<file path="config.mk">
export PLATFORM = sky130hd
export DESIGN_NAME = lifetime_slot_pool
export DESIGN_NICKNAME = d
export VERILOG_FILES = /design/src/rtl/lsp_pkg.sv /design/src/rtl/lsp_ram.sv /design/src/rtl/lifetime_slot_pool.sv
export SDC_FILE = /design/constraint.sdc
export NUM_CORES = 2
export LEC_CHECK = 0
export BUFFER_PORTS_ARGS = -buffer_cell sky130_fd_sc_hd__buf_4
export CAP_MARGIN = 10
export CELL_PAD_IN_SITES_DETAIL_PLACEMENT = 1
export CELL_PAD_IN_SITES_GLOBAL_PLACEMENT = 2
export CORE_MARGIN = 4
export CORE_UTILIZATION = 45
export CTS_BUF_LIST = sky130_fd_sc_hd__clkbuf_8
export DETAILED_ROUTE_END_ITERATION = 10
export GPL_TIMING_DRIVEN = 1
export MAX_ROUTING_LAYER = met4
export PLACE_DENSITY = 0.75
export SKIP_LAST_GASP = 1
export SYNTH_ARGS = -nofsm -noshare
export SYNTH_HDL_FRONTEND = slang
export SYNTH_HIERARCHICAL = 1
export SYNTH_SLANG_ARGS = --single-unit
</file>
<file path="constraint.sdc">
create_clock -name clock -period 5.7 [get_ports clock]
set_input_delay 0.285 -clock clock [delete_from_list [all_inputs] [get_ports clock]]
set_output_delay 0.285 -clock clock [all_outputs]
set_load 0.01 [all_outputs]
</file>
<file path="src/rtl/lsp_pkg.sv">
// lsp_pkg: shared sizes, codes and types for the slot pool
// no dependencies; used by lifetime_slot_pool
package lsp_pkg;

   localparam int MAX_SLOTS = 32;
   localparam int LIFE_BITS = 24;

   localparam int AW     = (MAX_SLOTS > 1) ? $clog2(MAX_SLOTS) : 1;
   localparam int CNT_W  = $clog2(MAX_SLOTS + 1);
   localparam int SLOT_W = 6;
   localparam int LIFE_W = 24;
   localparam int CAP_W  = 6;
   localparam int KIND_W = 3;
   localparam int FUNC_W = 2;
   localparam int CMP_W  = (LIFE_BITS > LIFE_W) ? LIFE_BITS : LIFE_W;

   localparam logic [FUNC_W-1:0] FUNC_SPAWN = 2'd0;
   localparam logic [FUNC_W-1:0] FUNC_TICK  = 2'd1;
   localparam logic [FUNC_W-1:0] FUNC_CLEAR = 2'd2;
   localparam logic [FUNC_W-1:0] FUNC_QUERY = 2'd3;

   localparam logic [KIND_W-1:0] KIND_SPAWN   = 3'd0;
   localparam logic [KIND_W-1:0] KIND_RETIRED = 3'd1;
   localparam logic [KIND_W-1:0] KIND_TICK    = 3'd2;
   localparam logic [KIND_W-1:0] KIND_CLEAR   = 3'd3;
   localparam logic [KIND_W-1:0] KIND_QUERY   = 3'd4;

   typedef struct packed {
      logic [AW-1:0]        slot;
      logic [LIFE_BITS-1:0] life;
   } entry_type;

endpackage

</file>
<file path="src/rtl/lsp_ram.sv">
// lsp_ram: generic simple dual-port ram, one write and one registered read
// no dependencies
module lsp_ram #(
   parameter int DEPTH = 32,
   parameter int WIDTH = 8
) (
   input  logic                                        clock,
   input  logic                                        wr_en,
   input  logic [((DEPTH > 1) ? $clog2(DEPTH) : 1)-1:0] wr_addr,
   input  logic [WIDTH-1:0]                            wr_data,
   input  logic [((DEPTH > 1) ? $clog2(DEPTH) : 1)-1:0] rd_addr,
   output logic [WIDTH-1:0]                            rd_data
);

   logic [WIDTH-1:0] mem [DEPTH];
   logic [WIDTH-1:0] rd_data_ff;

   always_ff @(posedge clock) begin
      if (wr_en) begin
         mem[wr_addr] <= wr_data;
      end
      rd_data_ff <= mem[rd_addr];
   end

   assign rd_data = rd_data_ff;

endmodule

</file>
<file path="src/rtl/lifetime_slot_pool.sv">
// lifetime_slot_pool: slot pool with free stack, dense live list and slot map
// depends on lsp_pkg and lsp_ram
//
//   channel | ports                                   | handshake
//   req     | func, life_span, time_step, query_slot  | valid / stall
//   rsp     | kind, slot, ok, life_left, last         | valid / stall
//   csr     | wdata (capacity_in_use)                 | valid / ready
//
// spawn reads the free stack top (not when full), query the slot map then the live list
// (not for a slot not live), clear and tick each live entry; a tick moves the last entry
// into a retired entry's place unless it was last; each step is one ram read; rsp_stall
// holds the block in its output state; reset or a capacity write starts a fill of the
// free stack (MAX_SLOTS entries), during which req_stall is high
// a result waits in the output register while the next transaction is taken
module lifetime_slot_pool (
   input  logic                       clock,
   input  logic                       reset,
   input  logic                       req_valid,
   output logic                       req_stall,
   input  logic [lsp_pkg::FUNC_W-1:0] req_func,
   input  logic [lsp_pkg::LIFE_W-1:0] req_life_span,
   input  logic [lsp_pkg::LIFE_W-1:0] req_time_step,
   input  logic [lsp_pkg::SLOT_W-1:0] req_query_slot,
   output logic                       rsp_valid,
   input  logic                       rsp_stall,
   output logic [lsp_pkg::KIND_W-1:0] rsp_kind,
   output logic [lsp_pkg::SLOT_W-1:0] rsp_slot,
   output logic                       rsp_ok,
   output logic [lsp_pkg::LIFE_W-1:0] rsp_life_left,
   output logic                       rsp_last,
   input  logic                       csr_valid,
   output logic                       csr_ready,
   input  logic [lsp_pkg::CAP_W-1:0]  csr_wdata
);

   localparam int AW    = lsp_pkg::AW;
   localparam int CNT_W = lsp_pkg::CNT_W;
   localparam int LB    = lsp_pkg::LIFE_BITS;
   localparam int EW    = $bits(lsp_pkg::entry_type);

   localparam logic [3:0] ST_INIT   = 4'd0;
   localparam logic [3:0] ST_IDLE   = 4'd1;
   localparam logic [3:0] ST_SP_RD  = 4'd2;
   localparam logic [3:0] ST_TK_CHK = 4'd3;
   localparam logic [3:0] ST_TK_RD  = 4'd4;
   localparam logic [3:0] ST_TK_MV  = 4'd5;
   localparam logic [3:0] ST_CL_CHK = 4'd6;
   localparam logic [3:0] ST_CL_RD  = 4'd7;
   localparam logic [3:0] ST_Q_RD1  = 4'd8;
   localparam logic [3:0] ST_Q_RD2  = 4'd9;
   localparam logic [3:0] ST_OUT    = 4'd10;

   logic [3:0]                 state_ff, state_in, ret_ff, ret_in;
   logic [lsp_pkg::CAP_W-1:0]  cap_ff, cap_in, cap_sat;
   logic [CNT_W-1:0]           free_ff, free_in, lcnt_ff, lcnt_in;
   logic [CNT_W-1:0]           idx_ff, idx_in, cnt_ff, cnt_in, init_ff, init_in;
   logic [lsp_pkg::MAX_SLOTS-1:0] live_ff, live_in;
   logic [lsp_pkg::LIFE_W-1:0] step_ff, step_in;
   logic [LB-1:0]              span_ff, span_in;

   logic [lsp_pkg::KIND_W-1:0] pk_ff, pk_in;
   logic [lsp_pkg::SLOT_W-1:0] ps_ff, ps_in;
   logic                       pok_ff, pok_in, plast_ff, plast_in;
   logic [lsp_pkg::LIFE_W-1:0] pl_ff, pl_in;

   logic                       rv_ff, rv_in;
   logic [lsp_pkg::KIND_W-1:0] rk_ff, rk_in;
   logic [lsp_pkg::SLOT_W-1:0] rs_ff, rs_in;
   logic                       rok_ff, rok_in, rlast_ff, rlast_in;
   logic [lsp_pkg::LIFE_W-1:0] rl_ff, rl_in;

   logic              fs_we, ls_we, pm_we;
   logic [AW-1:0]     fs_wa, fs_ra, ls_wa, ls_ra, pm_wa, pm_ra;
   logic [AW-1:0]     fs_wd, fs_rd, pm_wd, pm_rd;
   lsp_pkg::entry_type ls_wd, ls_rd_e;
   logic [EW-1:0]     ls_rd;

   logic                       out_free;
   logic [lsp_pkg::CMP_W-1:0]  step_x, life_x;

   lsp_ram #(.DEPTH(lsp_pkg::MAX_SLOTS), .WIDTH(AW)) u_free (
      .clock(clock), .wr_en(fs_we), .wr_addr(fs_wa), .wr_data(fs_wd),
      .rd_addr(fs_ra), .rd_data(fs_rd));

   lsp_ram #(.DEPTH(lsp_pkg::MAX_SLOTS), .WIDTH(EW)) u_list (
      .clock(clock), .wr_en(ls_we), .wr_addr(ls_wa), .wr_data(ls_wd),
      .rd_addr(ls_ra), .rd_data(ls_rd));

   lsp_ram #(.DEPTH(lsp_pkg::MAX_SLOTS), .WIDTH(AW)) u_pos (
      .clock(clock), .wr_en(pm_we), .wr_addr(pm_wa), .wr_data(pm_wd),
      .rd_addr(pm_ra), .rd_data(pm_rd));

   assign ls_rd_e  = lsp_pkg::entry_type'(ls_rd);
   assign out_free = !rv_ff || !rsp_stall;
   assign step_x   = lsp_pkg::CMP_W'(step_ff);
   assign life_x   = lsp_pkg::CMP_W'(ls_rd_e.life);
   assign cap_sat  = (csr_wdata > lsp_pkg::CAP_W'(lsp_pkg::MAX_SLOTS)) ?
                     lsp_pkg::CAP_W'(lsp_pkg::MAX_SLOTS) : csr_wdata;

   always_comb begin
      state_in = state_ff;  ret_in = ret_ff;    cap_in = cap_ff;
      free_in = free_ff;    lcnt_in = lcnt_ff;  idx_in = idx_ff;
      cnt_in = cnt_ff;      init_in = init_ff;  live_in = live_ff;
      step_in = step_ff;    span_in = span_ff;
      pk_in = pk_ff;  ps_in = ps_ff;  pok_in = pok_ff;
      pl_in = pl_ff;  plast_in = plast_ff;
      rv_in = rv_ff && rsp_stall;
      rk_in = rk_ff;  rs_in = rs_ff;  rok_in = rok_ff;
      rl_in = rl_ff;  rlast_in = rlast_ff;
      fs_we = 1'b0;  fs_wa = '0;  fs_wd = '0;  fs_ra = '0;
      ls_we = 1'b0;  ls_wa = '0;  ls_wd = '0;  ls_ra = '0;
      pm_we = 1'b0;  pm_wa = '0;  pm_wd = '0;  pm_ra = '0;

      case (state_ff)
         ST_INIT: begin
            fs_we = 1'b1;
            fs_wa = init_ff[AW-1:0];
            fs_wd = AW'(cap_ff - lsp_pkg::CAP_W'(1) - lsp_pkg::CAP_W'(init_ff));
            init_in = init_ff + CNT_W'(1);
            if (init_ff == CNT_W'(lsp_pkg::MAX_SLOTS - 1)) begin
               state_in = ST_IDLE;
            end
         end
         ST_IDLE: begin
            step_in = req_time_step;
            span_in = LB'(req_life_span);
            pk_in = lsp_pkg::KIND_SPAWN;  ps_in = '0;  pok_in = 1'b0;
            pl_in = '0;  plast_in = 1'b1;  ret_in = ST_IDLE;
            if (req_valid) begin
               case (req_func)
                  lsp_pkg::FUNC_SPAWN: begin
                     if (free_ff == '0 || lcnt_ff >= CNT_W'(lsp_pkg::MAX_SLOTS)) begin
                        state_in = ST_OUT;
                     end else begin
                        fs_ra    = AW'(free_ff - CNT_W'(1));
                        state_in = ST_SP_RD;
                     end
                  end
                  lsp_pkg::FUNC_TICK: begin
                     idx_in = '0;  cnt_in = lcnt_ff;  state_in = ST_TK_CHK;
                  end
                  lsp_pkg::FUNC_CLEAR: begin
                     idx_in = '0;  state_in = ST_CL_CHK;
                  end
                  default: begin
                     pk_in = lsp_pkg::KIND_QUERY;
                     ps_in = req_query_slot;
                     pm_ra = req_query_slot[AW-1:0];
                     if (req_query_slot < cap_ff &&
                         req_query_slot < lsp_pkg::SLOT_W'(lsp_pkg::MAX_SLOTS) &&
                         live_ff[req_query_slot[AW-1:0]]) begin
                        state_in = ST_Q_RD1;
                     end else begin
                        state_in = ST_OUT;
                     end
                  end
               endcase
            end
         end
         ST_SP_RD: begin
            free_in = free_ff - CNT_W'(1);
            pm_we = 1'b1;  pm_wa = fs_rd;  pm_wd = lcnt_ff[AW-1:0];
            live_in[fs_rd] = 1'b1;
            ls_we = 1'b1;  ls_wa = lcnt_ff[AW-1:0];
            ls_wd.slot = fs_rd;  ls_wd.life = span_ff;
            lcnt_in = lcnt_ff + CNT_W'(1);
            ps_in = lsp_pkg::SLOT_W'(fs_rd);  pok_in = 1'b1;
            state_in = ST_OUT;
         end
         ST_TK_CHK: begin
            if (idx_ff >= cnt_ff) begin
               lcnt_in = cnt_ff;
               pk_in = lsp_pkg::KIND_TICK;  ps_in = '0;  pok_in = 1'b0;
               pl_in = '0;  plast_in = 1'b1;
               ret_in = ST_IDLE;  state_in = ST_OUT;
            end else begin
               ls_ra = idx_ff[AW-1:0];
               state_in = ST_TK_RD;
            end
         end
         ST_TK_RD: begin
            if (step_x < life_x) begin
               ls_we = 1'b1;  ls_wa = idx_ff[AW-1:0];
               ls_wd.slot = ls_rd_e.slot;
               ls_wd.life = LB'(life_x - step_x);
               idx_in = idx_ff + CNT_W'(1);
               state_in = ST_TK_CHK;
            end else begin
               live_in[ls_rd_e.slot] = 1'b0;
               fs_we = 1'b1;  fs_wa = free_ff[AW-1:0];  fs_wd = ls_rd_e.slot;
               free_in = free_ff + CNT_W'(1);
               cnt_in = cnt_ff - CNT_W'(1);
               pk_in = lsp_pkg::KIND_RETIRED;
               ps_in = lsp_pkg::SLOT_W'(ls_rd_e.slot);
               pok_in = 1'b0;  pl_in = '0;  plast_in = 1'b0;
               if (idx_ff != cnt_ff - CNT_W'(1)) begin
                  ls_ra = AW'(cnt_ff - CNT_W'(1));
                  state_in = ST_TK_MV;
               end else begin
                  ret_in = ST_TK_CHK;  state_in = ST_OUT;
               end
            end
         end
         ST_TK_MV: begin
            ls_we = 1'b1;  ls_wa = idx_ff[AW-1:0];  ls_wd = ls_rd_e;
            pm_we = 1'b1;  pm_wa = ls_rd_e.slot;  pm_wd = idx_ff[AW-1:0];
            idx_in = idx_ff + CNT_W'(1);
            ret_in = ST_TK_CHK;  state_in = ST_OUT;
         end
         ST_CL_CHK: begin
            if (idx_ff >= lcnt_ff) begin
               lcnt_in = '0;
               pk_in = lsp_pkg::KIND_CLEAR;  ps_in = '0;  pok_in = 1'b0;
               pl_in = '0;  plast_in = 1'b1;
               ret_in = ST_IDLE;  state_in = ST_OUT;
            end else begin
               ls_ra = idx_ff[AW-1:0];
               state_in = ST_CL_RD;
            end
         end
         ST_CL_RD: begin
            live_in[ls_rd_e.slot] = 1'b0;
            fs_we = 1'b1;  fs_wa = free_ff[AW-1:0];  fs_wd = ls_rd_e.slot;
            free_in = free_ff + CNT_W'(1);
            idx_in = idx_ff + CNT_W'(1);
            state_in = ST_CL_CHK;
         end
         ST_Q_RD1: begin
            ls_ra = pm_rd;
            state_in = ST_Q_RD2;
         end
         ST_Q_RD2: begin
            pok_in = 1'b1;
            pl_in = lsp_pkg::LIFE_W'(ls_rd_e.life);
            state_in = ST_OUT;
         end
         ST_OUT: begin
            if (out_free) begin
               rv_in = 1'b1;
               rk_in = pk_ff;  rs_in = ps_ff;  rok_in = pok_ff;
               rl_in = pl_ff;  rlast_in = plast_ff;
               state_in = ret_ff;
            end
         end
         default: begin
            state_in = ST_IDLE;
         end
      endcase

      if (csr_valid) begin
         cap_in = cap_sat;
         free_in = CNT_W'(cap_sat);
         lcnt_in = '0;
         live_in = '0;
         init_in = '0;
         state_in = ST_INIT;
      end
   end

   always_ff @(posedge clock) begin
      if (reset) begin
         state_ff <= ST_INIT;
         ret_ff   <= ST_IDLE;
         cap_ff   <= lsp_pkg::CAP_W'(lsp_pkg::MAX_SLOTS);
         free_ff  <= CNT_W'(lsp_pkg::MAX_SLOTS);
         lcnt_ff  <= '0;
         idx_ff   <= '0;
         cnt_ff   <= '0;
         init_ff  <= '0;
         live_ff  <= '0;
         rv_ff    <= 1'b0;
      end else begin
         state_ff <= state_in;
         ret_ff   <= ret_in;
         cap_ff   <= cap_in;
         free_ff  <= free_in;
         lcnt_ff  <= lcnt_in;
         idx_ff   <= idx_in;
         cnt_ff   <= cnt_in;
         init_ff  <= init_in;
         live_ff  <= live_in;
         rv_ff    <= rv_in;
      end
      step_ff  <= step_in;
      span_ff  <= span_in;
      pk_ff    <= pk_in;
      ps_ff    <= ps_in;
      pok_ff   <= pok_in;
      pl_ff    <= pl_in;
      plast_ff <= plast_in;
      rk_ff    <= rk_in;
      rs_ff    <= rs_in;
      rok_ff   <= rok_in;
      rl_ff    <= rl_in;
      rlast_ff <= rlast_in;
   end

   assign req_stall     = (state_ff != ST_IDLE);
   assign csr_ready     = 1'b1;
   assign rsp_valid     = rv_ff;
   assign rsp_kind      = rk_ff;
   assign rsp_slot      = rs_ff;
   assign rsp_ok        = rok_ff;
   assign rsp_life_left = rl_ff;
   assign rsp_last      = rlast_ff;

endmodule

</file>
# Yosys cells after proc, flatten, opt, wreduce, memory -nomap -nowiden
# Memory sizes are Yosys's and may differ from the RTL's. A register that Yosys moved wholly into a read port is not among the register bits.
# Cells that the tools add are included.
[classes]
n_addsub = 9
magnitude_cmp = 12
n_eq_ne = 26
n_mux = 96
bitwise_logic = 3
n_reduce_logical = 42
[op_table]
columns = ["operator", "n"]
rows = [
  ["case mux 24 bit (5 select lines)", 1],
  ["case mux 32 bit (3 select lines)", 1],
  ["two-way mux 6 bit", 15],
  ["case mux 29 bit (3 select lines)", 1],
  ["two-way mux 24 bit", 3],
  ["two-way mux 5 bit", 14],
  ["case mux 6 bit (3 select lines)", 3],
  ["two-way mux 4 bit", 12],
  ["case mux 5 bit (3 select lines)", 3],
  ["case mux 4 bit (9 select lines)", 1],
  ["bitwise AND 32 bit", 1],
  ["two-way mux 32 bit", 1],
  ["NOT 32 bit", 1],
  ["bitwise OR 32 bit", 1],
  ["case mux 6 bit (5 select lines)", 1],
  ["two-way mux 29 bit", 1],
  ["adder 6 x 1 -> 6 bit (second input constant)", 4],
  ["< comparator 24 bit", 1],
  ["AND reduction 4 bit", 6],
  ["subtractor 24 bit", 1],
  ["!= test 2 bit (second input constant)", 10],
  ["case mux 4 bit (5 select lines)", 1],
  ["case mux 5 bit (2 select lines)", 2],
  ["case mux 5 bit (4 select lines)", 1],
  ["46 further kinds", 102],
]
[totals]
register_bits = 195
ramBits = 1248
output_inout_bits = 38
memories = 3
[mem_list]
columns = ["memory", "words", "width", "rd", "rd_ports_with_merged_regs", "write_ports", "line_no", "source"]
rows = [
  ["u_list.mem", 32, 29, 1, 1, 1, "lsp_ram.sv:15", "logic [WIDTH-1:0] mem [DEPTH];"],
  ["u_free.mem", 32, 5, 1, 1, 1, "lsp_ram.sv:15", ""],
  ["u_pos.mem", 32, 5, 1, 1, 1, "lsp_ram.sv:15", ""],
]

# Logic depth before layout (Yosys ltp)
[logic_depth]
word_depth = 8
depth_mapped = 20
depth_no_buf = 16

# By module
# Netlist, hierarchy kept.
[modules_own_cells]
columns = ["mod", "n_inst", "cells_each", "area_each_um2", "seq_area_each_um2"]
rows = [
  ["lsp_ram (u_list)", 1, 2054, 36867.9, 28447.3],
  ["lsp_ram (u_free ...)", 2, 277, 6344.8, 4904.7],
  ["lifetime_slot_pool", 1, 1125, 10941.7, 5024.8],
]

# Least setup slack after synthesis
# OpenSTA, ideal clock, no wires.
[synth_timing]
path_kind = "register -> register"
start = "register state_ff[1]"
end = "memory u_list/mem[17][0] in the netlist's numbering (enable)"
setup_time_ns = 0.415
arrival_ns = 4.399
t_required_ns = 5.285
slack_ns = 0.886
path_stages_with_launch = 9
period_less_slack_ns = 4.814
path_cell_list = "dfxtp_1 > clkbuf_1 > nor2b_1 > nand2_1 > clkbuf_1 > o21ai_0 > a21o_1 > or3b_2 > nor2_1"
[synth_between]
elab_cells_between_ends = 8
cone_classes = "3 x eq/ne; 4 x mux; 1 x reduce/logical"
[synth_lines]
columns = ["item", "line_no", "source"]
rows = [
  ["from (decl)", "lifetime_slot_pool.sv:53", "logic [3:0] state_ff, state_in, ret_ff, ret_in;"],
  ["from (signal assigned)", "lifetime_slot_pool.sv:273", "state_ff <= state_in;"],
  ["equality test 4 x 3 -> 1 bit or equality test 4 x 2 -> 1 bit (tied branches)", "lifetime_slot_pool.sv:114", "case (state_ff)"],
  ["case mux 5 bit (3 select lines) *", "lifetime_slot_pool.sv:114", ""],
  ["named net ls_wa[4]", "lifetime_slot_pool.sv:73", "logic [AW-1:0] fs_wa, fs_ra, ls_wa, ls_ra, pm_wa, pm_ra;"],
  ["to (decl)", "lsp_ram.sv:15", ""],
]
# The timed path passes the listed nets; every way through them passes the cells marked *.

# Worst setup path after layout
[layout_timing]
start = "register u_list.rd_data_ff[17], in the netlist u_list/rd_data[17] (read register of u_list.mem)"
end = "register u_list.rd_data_ff[6], in the netlist u_list/rd_data[6] (read register of u_list.mem)"
[layout_between]
elab_chain_len = 3
[layout_rtl]
columns = ["item", "line_no", "source"]
rows = [
  ["from (decl)", "lsp_ram.sv:16", "logic [WIDTH-1:0] rd_data_ff;"],
  ["< comparator 24 bit", "lifetime_slot_pool.sv:182", "if (step_x < life_x) begin"],
  ["two-way mux 5 bit", "lifetime_slot_pool.sv:182", ""],
  ["case mux 5 bit (4 select lines)", "lifetime_slot_pool.sv:114", ""],
  ["named net ls_ra[1]", "lifetime_slot_pool.sv:73", ""],
]
# The timed path passes the listed nets, and every way through them passes these cells.
# A chain may end at the register's enable or synchronous reset.

==> key figures <==
Outcome
  – Status: completed

GRT
  – Vias in the first global route: 37254
  – GRT Total Usage: 0.255
  – Antenna violations before repair: 9
  – Largest net degree at the start of global routing: 56
  – Grt ovf: 0
  – First-pass GRT wire length: 257000 µm

Detailed routing
  – ANT nets after route: 0
  – Iteration-0 DRC Markers: 3620
  – Vias: 35818
  – Iteration count of the initial detailed-routing pass: 6
  – Via-to-Cell Ratio: 5.83
  – DRC viols: 0
  – DR WL/cell: 28.6 µm
  – Drt total wl: 176000 µm

Timing
  – Fmax: 181 MHz
  – Fin crit period: 5.54 ns
  – Slew headroom: 0.186
  – Slew Viols, Final: 0
  – Clock Skews: 0.0540 ns
  – Final setup vio count: 0
  – Setup ws final: 0.164 ns
  – Hold slack: 0.115 ns
  – Final count of hold timing violations: 0
  – RSZ-0062 raised after global routing: no
  – Final period util: 0.971
  – Setup_tns: 0 ns
  – Actual slew at the worst max-slew pin: 1.21 ns

Yosys
  – Post-synth net total: 3859
  – Syn Std Cell Area: 0.0605 mm²
  – Post-synth EDFFs: 1366
  – Largest cells by area after synthesis: edfxtp_1, mux2i_1, mux4_2, dfxtp_1, a22oi_1
  – Top_reg_cell synth: edfxtp_1
  – Synth cell types: 84
  – Fraction of registers with async set or reset after synthesis: 0
  – Seq/Total Area, Yosys: 0.715
  – Area share of the largest cell type after synthesis: 0.678
  – Yosys top cell by area: edfxtp_1
  – Post-Syn Instances: 3733
  – Avg Inst Size Synth: 16.2 µm²
  – Synthesis-stage register bit count: 1479
  – Synth warnings: 6

Placement
  – # port buffers: 103
  – Pre-CTS WS: 0.276 ns
  – Gpl congestion: 0.838
  – HPWL Detailed: 111000 µm
  – DP Area: 0.0646 mm²

Worst hold path
  – Hold wc startpoint: req_life_span[2]
  – Hold Path End: span_ff[2]$_DFFE_PP_
  – Worst min path class: in2reg
  – Hold depth: 2

Clocking
  – Clk sinks: 1479
  – Hold-fix buffers, CTS: 113
  – H-Tree Level Count: 4
  – Post-CTS Setup Repair Bufs: 0
  – CTS buffer count: 231
  – CTS Root Cell: clkbuf_8
  – Clk_lat worst skew: 0.97 ns
  – # resized after CTS: 0
  – CTS tree: built
  – Clk buf depth: 3
  – Worst-path clk slew: 0.06 ns

Setup path
  – Reg2reg end: u_list/rd_data[6]$_DFF_P_
  – Setup slack, reg-to-reg: 0.16 ns
  – WP data required: 6.43 ns
  – Reg2reg start: u_list/rd_data[17]$_DFF_P_
  – Critical path launch point: u_list/rd_data[17]$_DFF_P_
  – Crit path launch type: flip-flop
  – CP arrival: 6.27 ns
  – Cells on worst reg2reg path: 17
  – Worst setup EP type: flip-flop
  – Crit-path max FO: 9
  – WS Path Type: reg2reg

Floorplan
  – Die ar.: 0.140 mm²
  – Row cnt: 134
  – Die X-Extent: 375 µm
  – Chip height: 375 µm
  – Core area: 0.133 mm²
  – Initial Util: 0.453
  – IO Count: 105

Power
  – Pwr per Cell Area: 292 mW/mm²
  – Static leakage: 21.3 nW
  – Worst IR drop on VDD: 0.165 mV

Finish
  – Layout cells sized above 1: 0.190
  – Nets@finish: 4308
  – Area growth syn-to-layout: 16.1%
  – Final instance area: 0.0703 mm²
  – Fillers: 12647
  – Finished Core Util: 0.526

Run
  – Max Cap Viol: 0
==> flip-flops by register name (all words and copies together) (netlist names), 4 cells and up <==
| signal | count |
|---|---|
| state_ff | 4 |
| u_pos/rd_data | 5 |
| span_ff | 24 |
| step_ff | 24 |
| free_ff | 6 |
| cap_ff | 6 |
| u_free/mem | 160 |
| lcnt_ff | 6 |
| live_ff | 32 |
| ps_ff | 6 |
| rsp_life_left | 24 |
| u_list/mem | 928 |
| u_pos/mem | 160 |
| idx_ff | 6 |
| init_ff | 6 |
| rsp_slot | 6 |
| pl_ff | 24 |
| u_free/rd_data | 5 |
| cnt_ff | 6 |
| u_list/rd_data | 29 |
==> power breakdown <==
part	internal, W	leakage, nW	switching, W
registers	0.0117	11.9	0.0000304
logic	0.000130	6.90	0.000153
clock network	0.00426	2.57	0.00421
total	0.0161	21.3	0.00439
==> final cells by class <==
| type | count | area (µm²) | share of cell area |
|---|---|---|---|
| antenna | 3 | 7.51 | 0.000107 |
| multi-input combinational | 1978 | 16200 | 0.231 |
| inverter | 71 | 267 | 0.00379 |
| tap | 1768 | 2210 | 0.0315 |
| sequential | 1479 | 43300 | 0.616 |
| clock inverter | 184 | 991 | 0.0141 |
| clock buffer | 245 | 3370 | 0.0480 |
| timing repair buffer | 421 | 3920 | 0.0558 |
==> worst max-delay path, cell delays in order (launching register included) <==
cell and delay, ns:
dfxtp_1 0.56, ha_1 0.40, a21o_1 0.21, a21o_1 0.18, a21oi_2 0.14, o221ai_1 0.30, or3b_1 0.65, a21oi_2 0.25
nand2_1 0.23, o21ai_0 0.27, buf_4 0.19, nor2b_4 0.46, buf_4 0.29, buf_4 0.19, a22o_1 0.14, nor3_1 0.05
a31oi_1 0.39, nand3_1 0.36
==> cell usage in the layout (no fill, tap or decap), types with 8 or more instances in the layout <==
master / instances
nand4_1: 15
or3b_2: 9
xor2_1: 18
nand2b_1: 17
a21o_1: 31
clkbuf_8: 245
dlygate4sd3_1: 113
nand3b_1: 20
mux2i_1: 470
nor2_1: 133
clkinv_2: 21
mux4_2: 110
a21oi_1: 176
inv_1: 162
buf_4: 265
buf_12: 32
nor3_1: 54
o21ai_2: 33
or3_1: 10
nor2_4: 35
ha_1: 57
a31oi_1: 35
dfxtp_1: 113
xnor2_1: 35
a22oi_1: 122
buf_8: 10
nand3_1: 116
and2_1: 32
a22o_1: 64
nor2b_1: 16
nand2_1: 170
clkinv_1: 50
nor3b_1: 8
o21ai_0: 55
edfxtp_1: 1366
a211oi_1: 10
mux2_2: 13
==> worst max-delay path by stage <==
stage,end,cells after the start
after floorplan,u_list/mem[17][0]$_DFFE_PP_,8
after global placement,u_list/rd_data[4]$_DFF_P_,17
after detailed placement,u_list/rd_data[6]$_DFF_P_,17
after CTS,u_list/rd_data[6]$_DFF_P_,16
after global routing,u_list/rd_data[6]$_DFF_P_,17
final,u_list/rd_data[6]$_DFF_P_,17
==> through the flow <==
step / cells / total power (W)
final: 6149 / 0.0205
after global routing: 6148 / 0.0213
after CTS: 6135 / 0.0207
after detailed placement: 5593 / 0.0122
after global placement: 5593 / 0.0122
after floorplan: 3733 / 0.0121
==> per-layer routing <==
metal	track usage	part of all wire	vias to the layer above
met1	0.347	0.43	18838
met3	0.0367	0.057	284
met2	0.409	0.49	1145
met4	0.0656	0.022	0
met5	-	0	-
li1	-	-	15551
==> cell usage after synthesis, types with 5 or more instances <==
library cell  instances
buf_1                 9
clkbuf_4              5
buf_8                 7
inv_1                70
o2bb2ai_1             7
a211oi_1             10
o21a_1                5
a31oi_1              35
nand2_1             172
xnor2_1              35
nor3b_1               8
nand3_1             116
a22o_1               64
ha_1                 57
nor3_1               55
o21ai_0              89
nand3b_1             20
or2_2                 6
or3_1                10
xor2_1               18
and2_1               34
mux2_2               13
a21oi_1             177
mux2i_1             470
and3_1                7
or3b_2                9
a22oi_1             122
dfxtp_1             113
buf_2                43
buf_4                20
nor2b_1              18
nand4_1              15
clkbuf_1             93
a21o_1               31
edfxtp_1           1366
o21ai_1               7
mux4_2              110
nand2b_1             19
nor2_1              168
o21bai_1              5
buf_6                26
==> cells by family after synthesis <==
family / count (synthesis) / share of synthesized area
xor+xnor: 53 / 0.00767
other cells: 1 / 0.0000620
compound gates: 595 / 0.0646
simple gates: 677 / 0.0543
buf+inv: 276 / 0.0244
flops: 1479 / 0.715
mux: 593 / 0.121
fa+ha+maj: 59 / 0.0125
(Power assumes the default switching activity.)
